$ cat src/rtl/core/wsp_pkg.sv
// Package with the types and constants shared by the WAV stream chunk parser files.
package wsp_pkg;

	localparam int unsigned HEADER_BYTES = 36;
	localparam logic [31:0] DATA_TAG = 32'h6461_7461;
	localparam logic [2:0] CHUNK_HDR_LAST = 3'd7;
	localparam logic [2:0] CHUNK_TAG_BYTES = 3'd4;

	typedef enum logic [2:0] {
		PH_HEADER  = 3'd0,
		PH_CHUNK   = 3'd1,
		PH_SKIP    = 3'd2,
		PH_PAD     = 3'd3,
		PH_SAMPLES = 3'd4,
		PH_ERROR   = 3'd5
	} phase_t;

	typedef struct packed {
		logic [7:0] in_byte;
		logic       last_in_chunk;
		logic       restart;
	} in_item_t;

	typedef struct packed {
		logic        sample_valid;
		logic [7:0]  sample_byte;
		logic        error;
		logic [31:0] sample_count;
	} out_item_t;

endpackage

$ cat src/rtl/core/wsp_in_if.sv
// Valid/ready channel that carries stream bytes into the parser.
interface wsp_in_if import wsp_pkg::*; ();
	logic     valid;
	logic     ready;
	in_item_t payload;

	modport source (output valid, output payload, input ready);
	modport sink (input valid, input payload, output ready);
endinterface

$ cat src/rtl/core/wsp_out_if.sv
// Valid/ready channel that carries parser results out of the block.
interface wsp_out_if import wsp_pkg::*; ();
	logic      valid;
	logic      ready;
	out_item_t payload;

	modport source (output valid, output payload, input ready);
	modport sink (input valid, input payload, output ready);
endinterface

$ cat src/rtl/core/wav_stream_chunk_parser_top.sv
// The parser takes one byte beat per cycle and returns one result beat for each byte
// taken. The parse state is updated in the same cycle that a byte is accepted, so a
// byte may follow in every cycle; the result goes into an output register backed by a
// one-entry skid buffer, so input ready drops only while the skid buffer holds a beat,
// that is with two result beats waiting. The first HEADER_BYTES bytes are skipped, then
// chunk headers are read and non-data chunks (with their pad byte) skipped; bytes after
// the data chunk header are forwarded as samples until restart. A network chunk that
// ends inside the file header puts the parser in a sticky error state until restart.
module wav_stream_chunk_parser_top import wsp_pkg::*; (
	input logic       clk,
	input logic       arst_n,
	wsp_in_if.sink    bytes,
	wsp_out_if.source samples
);

	phase_t      phase_q;
	logic [7:0]  byte_cnt_q;
	logic [31:0] tag_q;
	logic [31:0] len_q;
	logic [31:0] skip_q;
	logic [31:0] fwd_q;

	phase_t      cur_phase, nxt_phase;
	logic [7:0]  cur_cnt, nxt_cnt;
	logic [31:0] cur_tag, nxt_tag;
	logic [31:0] cur_len, nxt_len;
	logic [31:0] cur_skip, nxt_skip;
	logic [31:0] cur_fwd, nxt_fwd;
	logic [31:0] skip_dec;
	logic [31:0] len_upd;
	logic [31:0] tag_upd;
	logic [2:0]  hdr_idx;
	logic [1:0]  len_idx;
	logic [8:0]  cnt_inc;
	logic        fwd;
	logic        accept;
	out_item_t   res;

	out_item_t out_q;
	logic      out_valid_q;
	out_item_t skid_q;
	logic      skid_valid_q;

	assign accept = bytes.valid && bytes.ready;

	always_comb begin
		// A restart beat is parsed as if the block had just left reset.
		if (bytes.payload.restart) begin
			cur_phase = PH_HEADER;
			cur_cnt   = '0;
			cur_tag   = '0;
			cur_len   = '0;
			cur_skip  = '0;
			cur_fwd   = '0;
		end else begin
			cur_phase = phase_q;
			cur_cnt   = byte_cnt_q;
			cur_tag   = tag_q;
			cur_len   = len_q;
			cur_skip  = skip_q;
			cur_fwd   = fwd_q;
		end

		nxt_phase = cur_phase;
		nxt_cnt   = cur_cnt;
		nxt_tag   = cur_tag;
		nxt_len   = cur_len;
		nxt_skip  = cur_skip;
		nxt_fwd   = cur_fwd;
		fwd       = 1'b0;

		cnt_inc  = {1'b0, cur_cnt} + 9'd1;
		hdr_idx  = cur_cnt[2:0];
		len_idx  = hdr_idx[1:0];
		tag_upd  = {cur_tag[23:0], bytes.payload.in_byte};
		len_upd  = cur_len | ({24'd0, bytes.payload.in_byte} << {len_idx, 3'd0});
		skip_dec = cur_skip - 32'd1;

		case (cur_phase)
			PH_HEADER: begin
				if (cnt_inc >= 9'(HEADER_BYTES)) begin
					nxt_phase = PH_CHUNK;
					nxt_cnt   = '0;
					nxt_tag   = '0;
					nxt_len   = '0;
				end else if (bytes.payload.last_in_chunk) begin
					nxt_phase = PH_ERROR;
				end else begin
					nxt_cnt = cnt_inc[7:0];
				end
			end
			PH_CHUNK: begin
				if (hdr_idx < CHUNK_TAG_BYTES) begin
					nxt_tag = tag_upd;
				end else begin
					nxt_len = len_upd;
				end
				if (hdr_idx == CHUNK_HDR_LAST) begin
					nxt_cnt = '0;
					if (cur_tag == DATA_TAG) begin
						nxt_phase = PH_SAMPLES;
					end else if (len_upd == '0) begin
						nxt_tag = '0;
					end else begin
						nxt_skip  = len_upd;
						nxt_phase = PH_SKIP;
					end
				end else begin
					nxt_cnt = {5'd0, hdr_idx + 3'd1};
				end
			end
			PH_SKIP: begin
				nxt_skip = skip_dec;
				if (skip_dec == '0) begin
					// RIFF pads an odd-length chunk with one byte.
					if (cur_len[0]) begin
						nxt_phase = PH_PAD;
					end else begin
						nxt_phase = PH_CHUNK;
						nxt_tag   = '0;
						nxt_len   = '0;
					end
				end
			end
			PH_PAD: begin
				nxt_phase = PH_CHUNK;
				nxt_tag   = '0;
				nxt_len   = '0;
			end
			PH_SAMPLES: begin
				fwd     = 1'b1;
				nxt_fwd = cur_fwd + 32'd1;
			end
			default: begin
			end
		endcase

		res.sample_valid = fwd;
		res.sample_byte  = fwd ? bytes.payload.in_byte : 8'd0;
		res.error        = (nxt_phase == PH_ERROR);
		res.sample_count = nxt_fwd;
	end

	always_ff @(posedge clk or negedge arst_n) begin
		if (!arst_n) begin
			phase_q    <= PH_HEADER;
			byte_cnt_q <= '0;
			tag_q      <= '0;
			len_q      <= '0;
			skip_q     <= '0;
			fwd_q      <= '0;
		end else if (accept) begin
			phase_q    <= nxt_phase;
			byte_cnt_q <= nxt_cnt;
			tag_q      <= nxt_tag;
			len_q      <= nxt_len;
			skip_q     <= nxt_skip;
			fwd_q      <= nxt_fwd;
		end
	end

	assign bytes.ready     = !skid_valid_q;
	assign samples.valid   = out_valid_q;
	assign samples.payload = out_q;

	always_ff @(posedge clk or negedge arst_n) begin
		if (!arst_n) begin
			out_valid_q  <= 1'b0;
			skid_valid_q <= 1'b0;
		end else if (samples.ready || !out_valid_q) begin
			if (skid_valid_q) begin
				out_valid_q  <= 1'b1;
				skid_valid_q <= 1'b0;
			end else begin
				out_valid_q <= accept;
			end
		end else if (accept) begin
			skid_valid_q <= 1'b1;
		end
	end

	always_ff @(posedge clk) begin
		if (samples.ready || !out_valid_q) begin
			if (skid_valid_q) begin
				out_q <= skid_q;
			end else if (accept) begin
				out_q <= res;
			end
		end else if (accept) begin
			skid_q <= res;
		end
	end

	a_skid_behind_out: assert property (@(posedge clk) disable iff (!arst_n)
		skid_valid_q |-> out_valid_q)
		else $error("skid buffer holds a beat while the output register is empty");

	a_zero_unforwarded: assert property (@(posedge clk) disable iff (!arst_n)
		out_valid_q && !out_q.sample_valid |-> out_q.sample_byte == 8'd0)
		else $error("non-sample result carries a non-zero byte");

	a_count_step: assert property (@(posedge clk) disable iff (!arst_n)
		accept && !bytes.payload.restart && phase_q == PH_SAMPLES
		|=> fwd_q == $past(fwd_q) + 32'd1)
		else $error("sample count did not advance on a forwarded byte");

	a_error_sticky: assert property (@(posedge clk) disable iff (!arst_n)
		phase_q == PH_ERROR && !(accept && bytes.payload.restart) |=> phase_q == PH_ERROR)
		else $error("error state left without restart");

endmodule
$ cat src/flat_wrapper.sv
// flat-port wrapper written by rule: the top's interface ports become plain ports
module wav_stream_chunk_parser_top_flat import wsp_pkg::*;
  (clk, arst_n, bytes_valid, bytes_payload, bytes_ready, samples_valid, samples_payload, samples_ready);
  wsp_in_if bytes_i ();
  wsp_out_if samples_i ();
  input logic clk;
  input logic arst_n;
  input wire logic [$bits(bytes_i.valid)-1:0] bytes_valid;
  input wire logic [$bits(bytes_i.payload)-1:0] bytes_payload;
  output wire logic [$bits(bytes_i.ready)-1:0] bytes_ready;
  output wire logic [$bits(samples_i.valid)-1:0] samples_valid;
  output wire logic [$bits(samples_i.payload)-1:0] samples_payload;
  input wire logic [$bits(samples_i.ready)-1:0] samples_ready;
  assign bytes_i.valid = bytes_valid;
  assign bytes_i.payload = bytes_payload;
  assign bytes_ready = bytes_i.ready;
  assign samples_valid = samples_i.valid;
  assign samples_payload = samples_i.payload;
  assign samples_i.ready = samples_ready;
  wav_stream_chunk_parser_top u_core (.clk(clk), .arst_n(arst_n), .bytes(bytes_i), .samples(samples_i));
endmodule
$ cat config.mk
export PLATFORM = sky130hd
export DESIGN_NAME = wav_stream_chunk_parser_top_flat
export DESIGN_NICKNAME = d
export VERILOG_FILES = /design/src/rtl/core/wsp_pkg.sv /design/src/rtl/core/wsp_in_if.sv /design/src/rtl/core/wsp_out_if.sv /design/src/rtl/core/wav_stream_chunk_parser_top.sv /design/src/flat_wrapper.sv
export SDC_FILE = /design/constraint.sdc
export NUM_CORES = 1
export LEC_CHECK = 0
export ABC_AREA = 1
export BUFFER_PORTS_ARGS = -buffer_cell sky130_fd_sc_hd__buf_2
export CORE_MARGIN = 2
export CORE_UTILIZATION = 40
export DETAILED_ROUTE_END_ITERATION = 10
export PLACE_DENSITY_LB_ADDON = 0.25
export SYNTH_ARGS = -nofsm -noshare
export SYNTH_HDL_FRONTEND = slang
export SYNTH_SLANG_ARGS = --single-unit
$ cat constraint.sdc
create_clock -name clk -period 9.1 [get_ports clk]
set_clock_uncertainty 0.2 [all_clocks]
set_input_delay 1.82 -clock clk [delete_from_list [all_inputs] [get_ports clk]]
set_output_delay 1.82 -clock clk [all_outputs]
set_load 0.1 [all_outputs]
-- After elaboration in Yosys (flattened, before gate mapping)
Cells that the tools add are included.
- mux-type cells: 43
- equality and inequality tests: 7
- reduce and logical (&&, ||, !) cells: 11
- shifts and indexed selects: 1
- add/sub/neg operators: 4
- magnitude comparators: 2
- bitwise operators: 2
- operators with widths (cell ; count):
    $mux 32 ; 19
    $pmux 32 s4 ; 2
    $mux 42 ; 2
    $logic_not 32->1 ; 2
    $pmux 32 s2 ; 1
    $add 32x1->32 const B ; 1
    $eq 32x31->1 const B ; 1
    $mux 8 ; 4
    $or 32x32->32 ; 1
    $shl 8x5->32 ; 1
    $sub 32x1->32 const B ; 1
    $mux 3 ; 8
    $pmux 8 s2 ; 1
    $pmux 3 s4 ; 1
    $add 8x1->9 const B ; 1
    $eq 3x3->1 const B ; 3
    $ge 9x6->1 const B ; 1
    $eq 3x2->1 const B ; 2
    $mux 1 ; 4
    $reduce_and 2->1 ; 2
    $reduce_bool 2->1 ; 2
    $add 3x1->3 const B ; 1
    $eq 3x1->1 const B ; 1
    $logic_not 3->1 ; 1
    6 further kinds ; 7
- register bits: 225
- bits of input ports: 14
- logic and storage cells: 86

-- Logic depth before layout (Yosys ltp)
Gate-level depths: netlist of run 1.
- depth in word-level cells: 11
- gate-level depth with buffers: 21
- mapped depth without buffers: 19

-- Worst setup path after synthesis of run 1
No wires, ideal clock.
- kind: in2reg
- from: in bytes_valid
- to: reg u_core.skid_q[0] (netlist name) (enable)
- data required time: 8.459 ns
- path buffers: 2
- stages: 4
- setup slack: 4.387 ns
- arrival: 4.071 ns
- cells stage by stage: nand2_1 > clkbuf_1 > clkbuf_1 > nor2_1
- longest elaborated chain between the ends: 2
- ends and longest elaborated chain (element ; line ; RTL):
    start: declaration ; flat_wrapper.sv:8 ; input wire logic [$bits(bytes_i.valid)-1:0] bytes_valid;
    $logic_and 1x1->1 ; wav_stream_chunk_parser_top.sv:44 ; assign accept = bytes.valid && bytes.ready;
    $reduce_and 2->1 (no line) ; n/a ;
    end signal: assignment ; wav_stream_chunk_parser_top.sv:190 ; skid_q <= res;
    end: declaration ; wav_stream_chunk_parser_top.sv:41 ; out_item_t skid_q;
No other way between the ends.
A chain may end at the register's enable or synchronous reset.

-- Worst setup path after layout of run 1
- from: in bytes_payload[0]
- to: reg u_core.tag_q[6]
- longest elaborated chain between the ends: 8
- ends and longest elaborated chain (element ; line ; RTL):
    start: declaration ; flat_wrapper.sv:9 ; input wire logic [$bits(bytes_i.payload)-1:0] bytes_payload;
    parallel branches: the longest is 7 deep, another holds $sub 32x1->32 ; n/a ;
    $pmux 32 s4 (*) ; wav_stream_chunk_parser_top.sv:79 ; case (cur_phase)
    end signal: assignment ; wav_stream_chunk_parser_top.sv:155 ; tag_q <= nxt_tag;
    end: declaration ; wav_stream_chunk_parser_top.sv:18 ; logic [31:0] tag_q;
Every way passes the cells marked *.

==> summary.txt, run 1 <==
Logic synthesis
  – Synth area leaders: dfrtp_1 25%, edfxtp_1 18%, nand2_1 17%
  – Top FF cell, synth: dfrtp_1
  – Yosys reg bits: around 230
  – Most numerous cell in the Yosys netlist: nand2_1
  – Post-synth top area cell: dfrtp_1
  – Syn Inst Count: about 2100
  – Post-Synthesis Cell Area: approximately 0.014 mm²
  – Synth Warn #: 0
  – Synth async-reset ratio: 0.627
  – Synthesized Nets: between 2000 and 2500
  – Sequential element share of the synthesized area: 0.423
  – Unique masters post-synth: 42
  – Number of synthesized flops with an enable pin: 84
  – Syn avg cell area: just under 7 µm²
  – Yosys top cell area share: 0.247
  – Most frequent cells after synthesis: 653 x nand2_1, 276 x nor2_1, 211 x inv_1, 143 x a21oi_1, 141 x dfrtp_1

Placement
  – Pre-CTS WS: 2760 ps
  – Placed Area: about 0.015 mm²
  – IO Port Bufs: 57
  – HPWL reported at the end of detailed placement: about 28000 µm
  – Placed Cells: roughly 2500
  – Final GP Congestion: 0.896

Die
  – Die Span Y: roughly 190 µm
  – I/O Pins: 58
  – Rows: a little under 70
  – Die area: between 0.03 and 0.04 mm²
  – Die width: 193 µm
  – Core region area: 0.0354 mm²
  – Initial Util: 0.404

Pwr
  – Combinational Power Share: 0.331
  – Reg power frac: 0.378
  – LEAKAGE: 7.18 nW
  – VDD IR max: 0.000155 V
  – Total power: ~3.5 mW
  – P_int: about 2.1 mW
  – Sw Ratio: 0.410
  – Clock power share: 0.290
  – Power density over the cells: between 200 and 250 mW/mm²
  – Switch Pwr: 1.43 mW

Timing
  – Setup Viol. Count Final: 0
  – Minimum clock period: slightly below 6000 ps
  – Achievable Freq: between 150 and 200 MHz
  – Period utilization: 0.637
  – Hold Vio Cnt, Final: 0
  – Max Slew Vio Count: 0
  – Measured slew at the worst slew-check pin: ~1200 ps
  – Setup ws final: 3300 ps
  – Worst rel slew slack: 0.180
  – Hold WS: roughly 280 ps
  – RSZ-0062 raised after global routing: no
  – Setup tns final: 0 ps

Final layout
  – Design Area, Final: approximately 0.016 mm²
  – Final design utilization: 0.442
  – Layout cells sized above 1: 0.0757
  – Layout area overhead: 9.37%
  – Net count, final: approximately 2100
  – Fin cells: approximately 2500

Route
  – Iteration count of the initial detailed-routing pass: 7
  – Total number of vias: 13400
  – DRC marker count from the first detailed-route iteration: ~1400
  – Vias per cell: 5.27
  – Antenna Nets Post-Route: 0
  – # DRC: 0
  – Wire length per cell: approximately 16 µm
  – Drt total wl: between 40000 and 50000 µm

CTS
  – Clk buf depth: 3
  – TritonCTS clock tree: built
  – Post-CTS setup buffer count: 0
  – Root buf cell: clkbuf_16
  – Post_cts resized: 0
  – Worst skew pair latency: between 500 and 600 ps
  – CTS buffer count: 27
  – CTS H-Tree Depth: 1
  – Clock slew at reported path FFs: 60 ps
  – Hold Buf Count CTS: 0
  – Sink Count: roughly 230

Critical path
  – Crit path max fanout: 57
  – Setup crit start kind: primary input
  – CP required: between 9000 and 10000 ps
  – Critical Path AT: 6040 ps
  – CP endpoint kind: flop
  – Crit Path Class: primary input to flop
  – R2R setup slack: approximately 4700 ps

Flow run
  – Max-cap violations: 0

GRT
  – Initial antenna violation count: 1
  – Gr usage total: 0.224
  – First-pass GRT wire length: 67000 µm
  – Vias in the first global route: 12500
  – GRT overflow: 0
  – Largest net degree at the start of global routing: between 80 and 90

Status
  – Status: completed

Hold path
  – Min-delay worst type: flop to flop
[sequential cells by signal (all words and copies together) (netlist names)]
register and count:
u_core.samples.payload 42, u_core.skid_q 42, u_core.fwd_q 32, u_core.len_q 32
u_core.skip_q 32, u_core.tag_q 32, u_core.byte_cnt_q 8, u_core.phase_q 3
u_core.samples.valid 1, u_core.skid_valid_q 1
[routing by layer]
metal  global-route usage  wire [µm]
met2                0.358      18400
met4               0.0554        927
met1                0.324      19500
met5                    0          0
met3               0.0282       2620
[cell families (layout without fill, tap and decap cells)]
| family | Yosys count | after routing | synth area share |
|---|---|---|---|
| adders and majority gates | 6 | 6 | 0.00525 |
| other | 0 | 1 | 0 |
| xor gates and xnor gates | 34 | 34 | 0.0208 |
| AOI/OAI and AO/OA | 345 | 345 | 0.131 |
| buffers and inverters | 324 | 344 | 0.0939 |
| DFF | 225 | 225 | 0.423 |
| and+or+nand+nor | 1132 | 1132 | 0.326 |
[critical path: stages]
cell	delay (ps)
buf_2	130
buf_4	340
nor2_1	740
ha_1	300
ha_1	870
clkinv_1	220
nor2_1	260
nand2_1	760
nand3b_1	340
nand2_1	80
inv_1	70
a21oi_1	70
[cell usage in the layout (no fill, tap or decap), drive strengths merged]
cell type  netlist  layout
inv            218     217
o31ai            1       1
clkbuf          53      35
a22oi            1       1
clkinv           3      17
o22ai            1       1
nand4           14      14
o221ai           8       8
o211ai          23      23
nor3b            1       1
diode            0       1
xnor2            8       8
a211oi           7       7
o21ai          150     150
buf             50      73
a31oi            3       3
a221oi           4       4
nand2          664     664
dfrtp          141     141
edfxtp          84      84
nand3b          14      14
nand3          127     127
nor3            11      11
o21a             3       3
a21oi          144     144
nor2           287     287
nor4            14      14
clkinvlp         0       2
ha               6       6
xor2            26      26
[cell type report]
type,count,area [µm²]
clock inverters,15,93.8
flip-flops and latches,225,6050
inverters,221,832
multi-input cells,1517,6930
clock buffers,35,736
repair buffers,73,412
diodes,1,2.50
well taps,461,577
fillers,3624,19800
[worst paths after layout]
path / start / end / cells after the start
hold reg to reg: u_core.len_q[19]$_DFFE_PN0P_ / u_core.len_q[19]$_DFFE_PN0P_ / 2
setup reg to reg: u_core.byte_cnt_q[1]$_DFFE_PN0P_ / u_core.tag_q[6]$_DFFE_PN0P_ / 11
hold / removal: u_core.len_q[19]$_DFFE_PN0P_ / u_core.len_q[19]$_DFFE_PN0P_ / 2
setup / recovery: bytes_payload[0] / u_core.tag_q[6]$_DFFE_PN0P_ / 12
min in group asynchronous: arst_n / u_core.skip_q[18]$_DFFE_PN0P_ / 1
max in group asynchronous: arst_n / u_core.tag_q[22]$_DFFE_PN0P_ / 2
[power groups by stage]
stage | Clock (mW) | Combinational [mW] | Sequential, mW
5_1_grt | 1.08 | 1.29 | 1.34
6_report | 1.01 | 1.16 | 1.32
2_1_floorplan | 0 | 0.755 | 1.43
3_5_place_dp | 0 | 1.14 | 1.34
4_1_cts | 1.04 | 1.15 | 1.32
3_3_place_gp | 0 | 1.13 | 1.33
Power figures use the tool's default switching activity.
==> run 2: changes to the inputs <==
clock period = 5.84 ns   (was 9.1 ns; I/O delays follow)
==> run 2 against run 1 <==
Sequential power increased by 56%. Wire length increased by 2.1%. Clock power increased by 76%. Largest cell class unchanged.
==> summary.txt, run 2 (same netlist as run 1, synthesis figures left out) <==
Status
  – Status: completed

Pwr
  – VDD IR max: 0.000284 V (+83%)
  – LEAKAGE: 7.29 nW (+1.5%)
  – Power density over the cells: 358 mW/mm² (+60%)

Final layout
  – Design Area, Final: 0.0158 mm² (+1.3%)
  – Layout cells sized above 1: 0.0800 (+0.00426)
  – Final design utilization: 0.448 (+0.00573)
  – Leading cell type in the layout, fill and taps excluded: nand2_1
  – Net count, final: 2099 (+0.67%)
  – Highest-count cells in the layout ignoring fill and taps: 653 x nand2_1, 272 x nor2_1, 210 x inv_1
  – Fin cells: 2562 (+0.55%)
  – Layout area overhead: 10.8%

Route
  – # DRC: 0 (unchanged)
  – Wire length per cell: 16.5 µm (+1.6%)
  – DRC marker count from the first detailed-route iteration: 1346 (-2.4%)
  – Drt total wl: 42300 µm (+2.1%)
  – Antenna Nets Post-Route: 0 (unchanged)
  – Iteration count of the initial detailed-routing pass: 6 (-1)
  – Vias per cell: 5.26 (-0.12%)
  – Total number of vias: 13500 (+0.42%)

Timing
  – Achievable Freq: between 200 and 250 MHz
  – Measured slew at the worst slew-check pin: 1170 ps (-55.1 ps)
  – Max Slew Vio Count: 0 (unchanged)
  – Setup tns final: 0 ps (unchanged)
  – RSZ-0062 raised after global routing: no
  – Period utilization: 0.775
  – Minimum clock period: ~4500 ps
  – Setup Viol. Count Final: 0 (unchanged)
  – Hold Vio Cnt, Final: 0 (unchanged)
  – Worst rel slew slack: 0.217 (+0.0368)

Die
  – I/O Pins: 58 (unchanged)
  – Die Span Y: 193 µm (unchanged)
  – Die area: 0.0373 mm² (unchanged)
  – Core region area: 0.0354 mm² (unchanged)
  – Rows: 69 (unchanged)
  – Die width: 193 µm (unchanged)
  – Initial Util: 0.404 (unchanged)

GRT
  – First-pass GRT wire length: 68200 µm (+1.8%)
  – Largest net degree at the start of global routing: 105 (+25%)
  – Initial antenna violation count: 1 (unchanged)
  – Vias in the first global route: 12800 (+2.7%)
  – Gr usage total: 0.228 (+0.00397)
  – GRT overflow: 0 (unchanged)

Critical path
  – R2R setup slack: 1940 ps (-2750 ps)
  – CP required: 6110 ps (-3230 ps)
  – Setup crit start kind: primary input
  – Crit Path Class: primary input to flop
  – Critical Path AT: 4800 ps (-1240 ps)
  – Crit path max fanout: 38 (-33%)
  – CP endpoint kind: flop

Hold path
  – Min-delay worst type: flop to flop

CTS
  – Clk buf depth: 3 (unchanged)
  – Post-CTS setup buffer count: 0 (unchanged)
  – CTS buffer count: 27 (unchanged)
  – Hold Buf Count CTS: 0 (unchanged)
  – Clock slew at reported path FFs: 60 ps (about the same)
  – TritonCTS clock tree: built
  – Sink Count: 225 (unchanged)
  – CTS H-Tree Depth: 1 (unchanged)
  – Root buf cell: clkbuf_16
  – Worst skew pair latency: 560 ps (about the same)
  – Post_cts resized: 0 (unchanged)

Flow run
  – Max-cap violations: 0 (unchanged)

Placement
  – HPWL reported at the end of detailed placement: 28500 µm (+2.2%)
  – Placed Cells: 2511 (+0.56%)
  – Final GP Congestion: 0.946 (+5.5%)
  – Placed Area: 0.0149 mm² (+0.71%)
  – IO Port Bufs: 57 (unchanged)
run 2: cell count changes in the layout (fill, tap and decap cells not counted):
cell        change
clkinv_4        -1
buf_4          +14
clkinv_2        -5
clkbuf_8        -1
clkbuf_1        +8
clkinv_1        -4
bufinv_16       +4
clkinvlp_4      -2
clkbuf_16       +1
run 2: layout make-up:
cell class | count | area [µm²]
Sequential cell | 225 | 6050
Tap cell | 461 | 577
Clock buffer | 43 | 777
Antenna cell | 1 | 2.50
Inverter | 221 | 832
Multi-Input combinational cell | 1517 | 6930
Timing Repair Buffer | 87 | 517
Clock inverter | 7 | 150
Fill cell | 3645 | 19600
run 2: path summary, 6_finish.rpt:
path | startpoint | endpoint | cells after the start
worst max-delay path | bytes_payload[0] | u_core.tag_q[7]$_DFFE_PN0P_ | 13
worst min-delay path | u_core.len_q[14]$_DFFE_PN0P_ | u_core.len_q[14]$_DFFE_PN0P_ | 2
worst max register to register | u_core.byte_cnt_q[1]$_DFFE_PN0P_ | u_core.tag_q[7]$_DFFE_PN0P_ | 14
worst min register to register | u_core.len_q[14]$_DFFE_PN0P_ | u_core.len_q[14]$_DFFE_PN0P_ | 2
max in group asynchronous | arst_n | u_core.samples.valid$_DFFE_PN0N_ | 2
min in group asynchronous | arst_n | u_core.skip_q[27]$_DFFE_PN0P_ | 1
run 2: power by group:
| group | leakage (nW) | internal [mW] | total [mW] | switching [mW] |
|---|---|---|---|---|
| Sequential | 2.61 | 1.88 | 2.06 | 0.177 |
| Clock | 0.449 | 1.09 | 1.78 | 0.692 |
| Combinational | 4.23 | 0.460 | 1.83 | 1.37 |
| Total | 7.29 | 3.43 | 5.67 | 2.24 |
run 2: layer usage:
| metal | track usage | up-vias | part of all wire |
|---|---|---|---|
| li1 | - | 6690 | - |
| met1 | 0.323 | 6231 | 0.46 |
| met2 | 0.356 | 472 | 0.44 |
| met3 | 0.0326 | 86 | 0.067 |
| met4 | 0.0842 | 0 | 0.033 |
| met5 | 0 | - | 0 |
run 2: worst max-delay path: stages:
cell and delay [ps]:
buf_2 120, clkinv_2 190, buf_4 480, nand2_1 400, nor3_1 430, nand3_1 200
nand3b_1 230, xor2_1 330, nand3_2 280, nand2_2 400, buf_4 320, nand2_1 90
a21oi_1 130
run 2: metrics by stage:
stage / power, mW / setup WS [ps] / hold WS [ps]
final: 5.67 / 1310 / 279
after global routing: 5.99 / 1110 / 300
after CTS: 5.68 / 1400 / 282
after detailed placement: 3.88 / 826 / 266
after global placement: 3.86 / 908 / 263
after floorplan: 3.40 / 1780 / 249
